## src/sv/n2a_pkg.sv

```systemverilog
// ----------------------------------------------------------------------------
// n2a_pkg
// Shared types, codes and helpers of the number to ascii formatter.
// ----------------------------------------------------------------------------
`default_nettype none

package n2a_pkg;

    localparam logic [1:0] RADIX_HEX = 2'd0;
    localparam logic [1:0] RADIX_DEC = 2'd1;
    localparam logic [1:0] RADIX_BIN = 2'd2;

    localparam int VALUE_W  = 32;
    localparam int DIGITS_W = 4;
    localparam int DEC_DIGITS = 10;
    localparam int BCD_W    = DEC_DIGITS * DIGITS_W;
    localparam int COUNT_W  = 6;
    localparam int ITER_W   = 5;

    localparam logic [COUNT_W-1:0] HEX_CHARS = 6'd8;
    localparam logic [COUNT_W-1:0] DEC_CHARS = 6'd10;
    localparam logic [COUNT_W-1:0] BIN_CHARS = 6'd32;

    localparam logic [ITER_W-1:0] LAST_ITER = 5'd31;

    localparam logic [7:0] CHAR_ZERO = 8'h30;
    localparam logic [7:0] CHAR_ONE  = 8'h31;
    localparam logic [7:0] CHAR_A    = 8'h61;

    typedef struct packed {
        logic [VALUE_W-1:0] value;
        logic [1:0]         radix_mode;
    } t_in_item;

    typedef struct packed {
        logic [7:0] ascii_char;
        logic       last;
    } t_out_item;

    typedef struct packed {
        logic start;
    } t_conv_ctl;

    typedef struct packed {
        logic busy;
        logic done;
    } t_conv_sts;

    function automatic logic [7:0] hex_char(input logic [3:0] nib);
        logic [7:0] wide;
        wide = {4'b0000, nib};
        if (nib < 4'd10) begin
            hex_char = CHAR_ZERO + wide;
        end else begin
            hex_char = CHAR_A + wide - 8'd10;
        end
    endfunction

endpackage

`default_nettype wire

```

## src/sv/n2a_dabble.sv

```systemverilog
// ----------------------------------------------------------------------------
// n2a_dabble
// Iterative binary to bcd converter, one shift and add-three step per cycle.
// ----------------------------------------------------------------------------
`default_nettype none

module n2a_dabble (
    input  wire logic                          i_clk,
    input  wire logic                          i_rst_n,
    input  wire n2a_pkg::t_conv_ctl            i_ctl,
    input  wire logic [n2a_pkg::VALUE_W-1:0]   i_value,
    output n2a_pkg::t_conv_sts                 o_sts,
    output logic      [n2a_pkg::BCD_W-1:0]     o_bcd
);

    logic [n2a_pkg::VALUE_W-1:0] r_bin;
    logic [n2a_pkg::BCD_W-1:0]   r_bcd;
    logic [n2a_pkg::ITER_W-1:0]  r_iter;
    logic                        r_busy;
    logic                        r_done;
    logic [n2a_pkg::BCD_W-1:0]   adj;

    // add three to every digit above four
    always_comb begin
        for (int d = 0; d < n2a_pkg::DEC_DIGITS; d++) begin
            if (r_bcd[d*n2a_pkg::DIGITS_W +: n2a_pkg::DIGITS_W] > 4'd4) begin
                adj[d*n2a_pkg::DIGITS_W +: n2a_pkg::DIGITS_W] =
                    r_bcd[d*n2a_pkg::DIGITS_W +: n2a_pkg::DIGITS_W] + 4'd3;
            end else begin
                adj[d*n2a_pkg::DIGITS_W +: n2a_pkg::DIGITS_W] =
                    r_bcd[d*n2a_pkg::DIGITS_W +: n2a_pkg::DIGITS_W];
            end
        end
    end

    always_ff @(posedge i_clk) begin
        if (!i_rst_n) begin
            r_busy <= 1'b0;
            r_done <= 1'b0;
            r_iter <= '0;
        end else begin
            r_done <= 1'b0;
            if (i_ctl.start) begin
                r_bin  <= i_value;
                r_bcd  <= '0;
                r_iter <= n2a_pkg::LAST_ITER;
                r_busy <= 1'b1;
            end else if (r_busy) begin
                r_bin <= {r_bin[n2a_pkg::VALUE_W-2:0], 1'b0};
                r_bcd <= {adj[n2a_pkg::BCD_W-2:0], r_bin[n2a_pkg::VALUE_W-1]};
                if (r_iter == '0) begin
                    r_busy <= 1'b0;
                    r_done <= 1'b1;
                end else begin
                    r_iter <= r_iter - 1'b1;
                end
            end
        end
    end

    assign o_sts.busy = r_busy;
    assign o_sts.done = r_done;
    assign o_bcd      = r_bcd;

endmodule

`default_nettype wire

```

## src/sv/number_to_ascii_formatter.sv

```systemverilog
// ----------------------------------------------------------------------------
// number_to_ascii_formatter
// Formats a 32-bit unsigned number as ascii digits in hex, decimal or binary.
// ----------------------------------------------------------------------------
// usage: an input transaction carries value and radix_mode; the block then
// sends one output transaction per character, most significant first, with
// last set on the final one. hex gives eight lower-case digits, binary 32
// characters, decimal one to ten digits without leading zeros. radix code 3
// is taken and gives no output.
// the block works on one number at a time and stalls its input until the
// final character has entered the output register. hex and binary emit one
// character per cycle from a shift register while the output is not stalled.
// decimal first runs the iterative bcd converter, one bit per cycle, then
// drops leading zeros one digit per cycle and emits the digits (1 to 10).
// in hex or binary the first character comes straight from the accepted
// value; in decimal it follows the conversion and the leading-zero skip.
// an output stall holds the output register and pauses emission; no
// character is lost. reset clears the sequencer and the output valid.
// ----------------------------------------------------------------------------
`default_nettype none

module number_to_ascii_formatter (
    input  wire logic                 i_clk,
    input  wire logic                 i_rst_n,
    input  wire logic                 i_in_valid,
    output logic                      o_in_stall,
    input  wire n2a_pkg::t_in_item    i_in_item,
    output logic                      o_out_valid,
    input  wire logic                 i_out_stall,
    output n2a_pkg::t_out_item        o_out_item
);

    typedef enum logic [1:0] {
        S_IDLE,
        S_CONV,
        S_SKIP,
        S_EMIT
    } t_state;

    t_state                        r_state, n_state;
    logic [n2a_pkg::BCD_W-1:0]     r_work, n_work;
    logic [n2a_pkg::COUNT_W-1:0]   r_count, n_count;
    logic [1:0]                    r_mode, n_mode;
    logic                          r_out_valid, n_out_valid;
    n2a_pkg::t_out_item            r_out, n_out;

    n2a_pkg::t_conv_ctl            conv_ctl;
    n2a_pkg::t_conv_sts            conv_sts;
    logic [n2a_pkg::BCD_W-1:0]     conv_bcd;
    logic                          in_take;
    logic                          out_free;
    logic [7:0]                    cur_char;

    n2a_dabble u_dabble (
        .i_clk   (i_clk),
        .i_rst_n (i_rst_n),
        .i_ctl   (conv_ctl),
        .i_value (i_in_item.value),
        .o_sts   (conv_sts),
        .o_bcd   (conv_bcd)
    );

    assign o_in_stall = (r_state != S_IDLE);
    assign in_take    = i_in_valid && (r_state == S_IDLE);
    assign out_free   = !r_out_valid || !i_out_stall;

    assign conv_ctl.start = in_take && (i_in_item.radix_mode == n2a_pkg::RADIX_DEC);

    always_comb begin
        case (r_mode)
            n2a_pkg::RADIX_HEX: cur_char = n2a_pkg::hex_char(r_work[31:28]);
            n2a_pkg::RADIX_BIN: cur_char = r_work[31] ? n2a_pkg::CHAR_ONE
                                                      : n2a_pkg::CHAR_ZERO;
            default:            cur_char = n2a_pkg::CHAR_ZERO
                                           + {4'b0000, r_work[39:36]};
        endcase
    end

    always_comb begin
        n_state     = r_state;
        n_work      = r_work;
        n_count     = r_count;
        n_mode      = r_mode;
        n_out       = r_out;
        n_out_valid = r_out_valid && i_out_stall;
        case (r_state)
            S_IDLE: begin
                if (in_take) begin
                    n_mode = i_in_item.radix_mode;
                    n_work = {8'h00, i_in_item.value};
                    case (i_in_item.radix_mode)
                        n2a_pkg::RADIX_HEX: begin
                            n_count = n2a_pkg::HEX_CHARS;
                            n_state = S_EMIT;
                        end
                        n2a_pkg::RADIX_DEC: begin
                            n_state = S_CONV;
                        end
                        n2a_pkg::RADIX_BIN: begin
                            n_count = n2a_pkg::BIN_CHARS;
                            n_state = S_EMIT;
                        end
                        default: begin
                            n_state = S_IDLE;
                        end
                    endcase
                end
            end
            S_CONV: begin
                if (conv_sts.done) begin
                    n_work  = conv_bcd;
                    n_count = n2a_pkg::DEC_CHARS;
                    n_state = S_SKIP;
                end
            end
            S_SKIP: begin
                if (r_work[39:36] == 4'd0 && r_count != 6'd1) begin
                    n_work  = {r_work[35:0], 4'h0};
                    n_count = r_count - 1'b1;
                end else begin
                    n_state = S_EMIT;
                end
            end
            S_EMIT: begin
                if (out_free) begin
                    n_out_valid      = 1'b1;
                    n_out.ascii_char = cur_char;
                    n_out.last       = (r_count == 6'd1);
                    n_count          = r_count - 1'b1;
                    if (r_mode == n2a_pkg::RADIX_BIN) begin
                        n_work = {r_work[38:0], 1'b0};
                    end else begin
                        n_work = {r_work[35:0], 4'h0};
                    end
                    if (r_count == 6'd1) begin
                        n_state = S_IDLE;
                    end
                end
            end
            default: begin
                n_state = S_IDLE;
            end
        endcase
    end

    always_ff @(posedge i_clk) begin
        if (!i_rst_n) begin
            r_state     <= S_IDLE;
            r_out_valid <= 1'b0;
            r_count     <= '0;
        end else begin
            r_state     <= n_state;
            r_out_valid <= n_out_valid;
            r_count     <= n_count;
        end
        r_work <= n_work;
        r_mode <= n_mode;
        r_out  <= n_out;
    end

    assign o_out_valid = r_out_valid;
    assign o_out_item  = r_out;

endmodule

`default_nettype wire
```

## config.mk

```make
export PLATFORM = sky130hd
export DESIGN_NAME = number_to_ascii_formatter
export DESIGN_NICKNAME = d
export VERILOG_FILES = /design/src/sv/n2a_pkg.sv /design/src/sv/n2a_dabble.sv /design/src/sv/number_to_ascii_formatter.sv
export SDC_FILE = /design/constraint.sdc
export NUM_CORES = 1
export LEC_CHECK = 0
export ABC_CLOCK_PERIOD_IN_PS = 10230
export BUFFER_PORTS_ARGS = -buffer_cell sky130_fd_sc_hd__buf_2
export CAP_MARGIN = 20
export CORE_UTILIZATION = 30
export DETAILED_ROUTE_END_ITERATION = 16
export GPL_TIMING_DRIVEN = 1
export SLEW_MARGIN = 20
export SYNTH_ARGS = -nofsm -noshare
export SYNTH_HDL_FRONTEND = slang
export SYNTH_SLANG_ARGS = --single-unit
```

## constraint.sdc

```tcl
create_clock -name i_clk -period 10.23 [get_ports i_clk]
set_input_delay 2.046 -clock i_clk [delete_from_list [all_inputs] [get_ports i_clk]]
set_output_delay 2.046 -clock i_clk [all_outputs]
set_load 0.02 [all_outputs]
```

==> results.py, run 1 <==
metrics = {
    "clock_tree": {
        "cts.reportedPaths.clkPinSlew_ps": 60,
        "holdBufCountCts": 0,
        "cts_sinks": 138,
        "ctsHtreeMaxLevel": 4,
        "clk_latency_ps": 430,
        "cts_inserted_buffers": 17,
        "cts_tree": "yes",
        "cts-root-to-sink-buffers": 2,
        "post_cts.resized_instances": 0,
        "post_cts_buffers": 0,
        "clockRootBuffer": "clkbuf_16",
    },
    "yosys": {
        "synth.yosys.seq_area_share_pct": 52.8,
        "distinct_cells_synth": 54,
        "synthFlopType": "edfxtp_1",
        "synthCells": 709,
        "synth-seq-cells": 138,
        "postSynthAreaPerCell_um2": 10.6,
        "asyncSetResetFlopFracSynth_pct": 0,
        "synth-edff-count": 122,
        "post_synthesis_cell_area_um2": 7550,
        "synth_fp_nets": 776,
        "synth_warnings": 0,
    },
    "die": {
        "die_area_um2": 25800,
        "die_width_um": 161,
        "ios": 49,
        "initial_core_util_pct": 30.8,
        "floorplan.core_area_um2": 24500,
        "placementRows": 57,
        "dieHeight_um": 161,
    },
    "route": {
        "routed-via-count": 5458,
        "drcViolationCount": 0,
        "drt_first_pass_iters": 5,
        "routed_wl_mm": 16.6,
        "detail-route-antenna-nets": 0,
        "route.detailed.wl_per_inst_um": 15.3,
        "vias_per_cell": 5.03,
        "detailedRoute.firstIterationViolations": 494,
    },
    "sta": {
        "maximum_clock_rate_mhz": 243,
        "fin_crit_sh_pct": 40.3,
        "final.hold.worst_slack_ps": 478,
        "tns_ps": 0,
        "finalHoldViolations": 0,
        "period_needed_ps": 4120,
        "worst-slew-pin-transition_ps": 978,
        "slew_margin_rel_pct": 34.8,
        "count_of_endpoints_failing_setup_in_the_final_report": 0,
        "grt_setup_unrepaired": "no",
        "finClkSkew_ps": 6.90,
        "maxSlewViolCount": 0,
    },
    "cells_and_area": {
        "final_cell_area_um2": 8750,
        "nFillCells": 2453,
        "layout.cells.most_common": "edfxtp_1",
        "layout.cells.most_common_list": "edfxtp_1, nand2_1, inv_1, nor2_1, buf_2",
        "fin_nets": 815,
        "layoutNonFillerInstCount": 1085,
        "drive_gt1_share_pct": 15.4,
        "area_delta_synth_final_pct": 15.9,
        "diodes": 0,
    },
    "status": {
        "status": "finished, final reports clean",
    },
    "critical_path": {
        "worst_ep_required_time_ps": 10280,
        "crit_path_top_delay_cell": "buf_4",
        "cpPeakStageDelay_ps": 730,
        "crit_path_start_kind": "primary input",
        "critical_path_peak_fanout": 72,
        "critical_path.n_buffers_inverters": 3,
        "critical_path.cell_chain": "buf_2, and2_1, and3b_2, buf_4, nor2_1, nor2_4, buf_4",
        "worstPathArrival_ps": 4170,
        "end_kind": "flip-flop",
        "timing.critical_path.max_delay_family": "buffers and inverters",
        "crit_path_frequent_cell": "buf_4",
        "crit_type": "primary input to flip-flop",
    },
    "placement": {
        "dpl_cell_area_um2": 8130,
        "final_hpwl_dp_mm": 10.6,
        "buffer_ports.inserted": 47,
        "gp_congestion": 0.768,
        "place.detailed.instances": 1053,
    },
    "global_route": {
        "number_of_global_route_vias_before_repair": 5251,
        "globalRouteTotalUtil_pct": 13.4,
        "grt_remaining_overflow": 0,
        "first_pass_grt_wire_length_mm": 27.1,
        "grt_max_degree": 73,
        "number_of_antenna_violations_at_the_first_check_in_global_routing": 0,
    },
    "power_and_ir_drop": {
        "power-per-cell-area_nw_per_um2": 243,
        "cellLeakagePower_nw": 3.45,
        "totalPowerFinal_mw": 2.12,
        "vdd_ir_drop_max_uv": 132,
    },
    "job": {
        "max_cap_viol_count": 0,
    },
    "min_path": {
        "class_of_the_most_critical_hold_timing_path": "flip-flop to flip-flop",
    },
}
## per-layer routing
layer | vias to the layer above | global-route usage (%) | share of wire [%]
met1 | 2641 | 18.7 | 50
met2 | 124 | 20.6 | 44
met5 | - | 0 | 0
met4 | 0 | 4.07 | 1.1
li1 | 2676 | - | -
met3 | 17 | 2.87 | 4.3
## registers in the layout (all words and copies together) (netlist names), 2 cells and up
signal	cells
r_state	2
u_dabble.o_bcd	40
r_mode	2
u_dabble.r_iter	5
r_count	6
o_out_item	8
r_work	40
u_dabble.r_bin	32
## cells by family (layout without fill, tap and decap cells)
group / count (synthesis) / after routing / synth area share (%)
simple gates: 197 / 197 / 11.9
compound gates: 174 / 174 / 15.0
flops: 138 / 138 / 52.8
buf+inv: 92 / 144 / 4.77
mux: 65 / 65 / 9.18
fa+ha+maj: 29 / 29 / 4.81
xor+xnor: 12 / 12 / 1.39
other cells: 2 / 2 / 0.0995
## where the power goes
| part | internal (mW) | switching [mW] |
|---|---|---|
| Combinational | 0.243 | 0.338 |
| Sequential | 0.795 | 0.111 |
| Clock | 0.384 | 0.253 |
## synthesized netlist by cell type (6+ instances only)
library cell	number	area [µm²]
edfxtp_1	122	3660
nand2_1	96	360
inv_1	55	206
nor2_1	49	184
a21oi_1	43	215
o21ai_1	37	185
mux2i_1	31	310
ha_1	29	363
clkbuf_1	26	97.6
o21ai_0	23	115
a222oi_1	21	210
mux2_1	19	214
a22oi_1	18	135
dfxtp_1	16	320
mux2_2	15	169
nor2b_1	12	75.1
xnor2_1	12	105
a211oi_1	10	75.1
or3_1	10	62.6
buf_2	6	30.0
## final cells by class
type,count,area (µm²),share of cell area (%)
flip-flops and latches,138,3980,45.5
multi-input cells,479,3230,36.9
clock buffers,23,553,6.32
well taps,324,405,4.63
repair buffers,56,303,3.46
inverters,56,210,2.40
clock inverters,9,68.8,0.787
## worst register-to-register path, cell delays in order, from the launching register on
cell and delay (ps):
dfxtp_1 380, inv_1 150, ha_1 210, and2_1 220, and3b_2 210, buf_4 570, nor2_1 160, nor2_4 110
buf_4 730
## per-stage QoR
step | utilization [%] | worst slack, ps
2_1_floorplan | - | 3830
3_3_place_gp | 33.1 | 5670
3_5_place_dp | 33.1 | 5670
4_1_cts | 35.7 | 6110
5_1_grt | 35.7 | 5930
6_report | 35.7 | 6110
## final timing paths
check / startpoint / endpoint / slack, ps / cells after the start
hold reg to reg: u_dabble.r_iter[4] / u_dabble.r_iter[4] / 480 / 2
setup / recovery: i_in_valid / u_dabble.o_bcd[29] / 6110 / 7
hold / removal: u_dabble.r_iter[4] / u_dabble.r_iter[4] / 480 / 2
setup reg to reg: r_state[1] / u_dabble.o_bcd[29] / 7050 / 8
Power figures use the tool's default switching activity.
==> run 2: changes to the inputs <==
--- a/config.mk
+++ b/config.mk
@@ -5,7 +5,7 @@
 export SDC_FILE = /design/constraint.sdc
 export NUM_CORES = 1
 export LEC_CHECK = 0
-export ABC_CLOCK_PERIOD_IN_PS = 10230
+export ABC_CLOCK_PERIOD_IN_PS = 3400
 export BUFFER_PORTS_ARGS = -buffer_cell sky130_fd_sc_hd__buf_2
 export CAP_MARGIN = 20
 export CORE_UTILIZATION = 30
==> constraint.sdc (replaced) <==
create_clock -name i_clk -period 3.4 [get_ports i_clk]
set_input_delay 0.68 -clock i_clk [delete_from_list [all_inputs] [get_ports i_clk]]
set_output_delay 0.68 -clock i_clk [all_outputs]
set_load 0.02 [all_outputs]
==> run 2 against run 1 <==
Compared with the run above:
- register-to-register slack got worse by 6100 ps
- die area did not move
- sequential share of layout area rose by 0.17 points
- largest power group unchanged
==> results.py, run 2 (synthesized netlist as in run 1, its figures left out) <==
metrics = {
    "status": {
        "status": "finished, final reports clean",
    },
    "die": {
        "floorplan.core_area_um2": 24500,
        "die_area_um2": 25800,
        "placementRows": 57,
        "initial_core_util_pct": 30.8,
        "dieHeight_um": 161,
        "die_width_um": 161,
        "ios": 49,
    },
    "route": {
        "routed-via-count": 5523,
        "drt_first_pass_iters": 7,
        "route.detailed.wl_per_inst_um": 15.2,
        "vias_per_cell": 5.08,
        "routed_wl_mm": 16.6,
        "detail-route-antenna-nets": 0,
        "detailedRoute.firstIterationViolations": 563,
        "drcViolationCount": 0,
    },
    "cells_and_area": {
        "area_delta_synth_final_pct": 15.5,
        "drive_gt1_share_pct": 15.1,
        "diodes": 0,
        "layout.cells.most_common_list": "edfxtp_1, nand2_1, inv_1, nor2_1, buf_2",
        "layout.core_utilization_pct": 35.5,
        "fin_nets": 818,
        "layout.cells.most_common": "edfxtp_1",
    },
    "global_route": {
        "globalRouteTotalUtil_pct": 13.1,
        "grt_max_degree": 73,
        "number_of_antenna_violations_at_the_first_check_in_global_routing": 0,
        "grt_remaining_overflow": 0,
        "number_of_global_route_vias_before_repair": 5010,
        "first_pass_grt_wire_length_mm": 26.5,
    },
    "sta": {
        "maximum_clock_rate_mhz": 406,
        "finalHoldViolations": 0,
        "worst-slew-pin-transition_ps": 698,
        "slew_margin_rel_pct": 53.5,
        "period_needed_ps": 2460,
        "fin_crit_sh_pct": 72.4,
        "grt_setup_unrepaired": "no",
        "postLayoutSetupSlackWorst_ps": 938,
        "maxSlewViolCount": 0,
        "count_of_endpoints_failing_setup_in_the_final_report": 0,
        "finClkSkew_ps": 8.34,
        "tns_ps": 0,
    },
    "critical_path": {
        "worst_ep_required_time_ps": 3460,
        "path_depth": 7,
        "timing.rr.end": "r_work[11]",
        "reg_to_reg_setup_timing_slack_ps": 940,
        "end_kind": "flip-flop",
        "critical_path_peak_fanout": 41,
        "crit_path_top_delay_cell": "buf_4",
        "crit_path_end": "r_work[11]",
        "crit_type": "flip-flop to flip-flop",
        "worst_setup_path_startpoint": "r_state[1]",
        "worstPathArrival_ps": 2520,
        "critical_path.n_buffers_inverters": 3,
        "timing.critical_path.max_delay_family": "buffers and inverters",
        "worstRegToRegCells": 7,
        "crit_path_start_kind": "flip-flop",
        "critical_path.cell_chain": "inv_1, ha_1, buf_4, nor2b_4, nor3_1, nor2b_4, buf_4",
        "cpPeakStageDelay_ps": 460,
        "rr_startpoint": "r_state[1]",
    },
    "placement": {
        "final_hpwl_dp_mm": 11.0,
        "gp_congestion": 0.789,
        "post-place-ws_ps": 944,
        "buffer_ports.inserted": 47,
    },
    "clock_tree": {
        "holdBufCountCts": 0,
        "cts_sinks": 138,
        "post_cts.resized_instances": 0,
        "cts_inserted_buffers": 17,
        "cts.reportedPaths.clkPinSlew_ps": 60,
        "clockRootBuffer": "clkbuf_16",
        "clk_latency_ps": 420,
        "post_cts_buffers": 0,
        "ctsHtreeMaxLevel": 4,
        "cts_tree": "yes",
        "cts-root-to-sink-buffers": 2,
    },
    "power_and_ir_drop": {
        "vdd_ir_drop_max_uv": 364,
        "cellLeakagePower_nw": 3.42,
        "power-per-cell-area_nw_per_um2": 717,
    },
    "min_path": {
        "class_of_the_most_critical_hold_timing_path": "flip-flop to flip-flop",
    },
    "job": {
        "max_cap_viol_count": 0,
    },
}
[run 2: cell types whose count changed in the layout (fill, tap and decap cells not counted), moves of 2 or more]
cell	delta
clkinv_4	-2
clkinv_2	+2
buf_4	+2
inv_4	-2
inv_6	-2
clkbuf_16	-4
clkbuf_1	+5
[run 2: worst min path at each step]
stage	cells past startpoint	endpoint	slack, ps	start
after global routing	1	r_mode[1]	520	i_in_item[1]
after detailed placement	2	u_dabble.r_iter[4]	470	u_dabble.r_iter[4]
after CTS	2	u_dabble.r_iter[4]	480	u_dabble.r_iter[4]
after global placement	2	u_dabble.r_iter[4]	470	u_dabble.r_iter[4]
final	2	u_dabble.r_iter[4]	480	u_dabble.r_iter[4]
after floorplan	2	u_dabble.r_iter[4]	450	u_dabble.r_iter[4]
[run 2: area by class of cell]
type                    instances  area, µm²
flip-flops and latches        138       3980
fillers                      2441      15800
inverters                      56        210
repair buffers                 59        338
clock inverters                 7       68.8
multi-input cells             479       3230
clock buffers                  25        485
well taps                     324        405
[run 2: per-stage QoR]
stage / hold WS, ps / total power [mW] / std cells / area [µm²]
floorplan: 448 / 4.00 / 709 / 7560
global placement: 470 / 4.47 / 1056 / 8160
detailed placement: 473 / 4.51 / 1056 / 8160
CTS: 481 / 6.29 / 1088 / 8720
global route: 517 / 6.56 / 1088 / 8720
finish: 475 / 6.25 / 1088 / 8720
[run 2: routing by layer]
layer	routed length (µm)	GRT usage, %	vias to the layer above
met3	917	2.92	14
met4	161	4.16	0
li1	-	-	2683
met2	7540	20.2	177
met1	7950	18.1	2649
met5	0	0	-
[run 2: power breakdown]
group	internal, mW	total, mW	switching (mW)
Clock	1.06	1.77	0.707
Combinational	0.751	1.76	1.01
Sequential	2.39	2.72	0.328
Total	4.20	6.25	2.05
[run 2: worst reg2reg max path, cell delays in order (launching register included)]
cell,delay [ps]
dfxtp_1,440
inv_1,120
ha_1,190
buf_4,270
nor2b_4,190
nor3_1,230
nor2b_4,170
buf_4,460
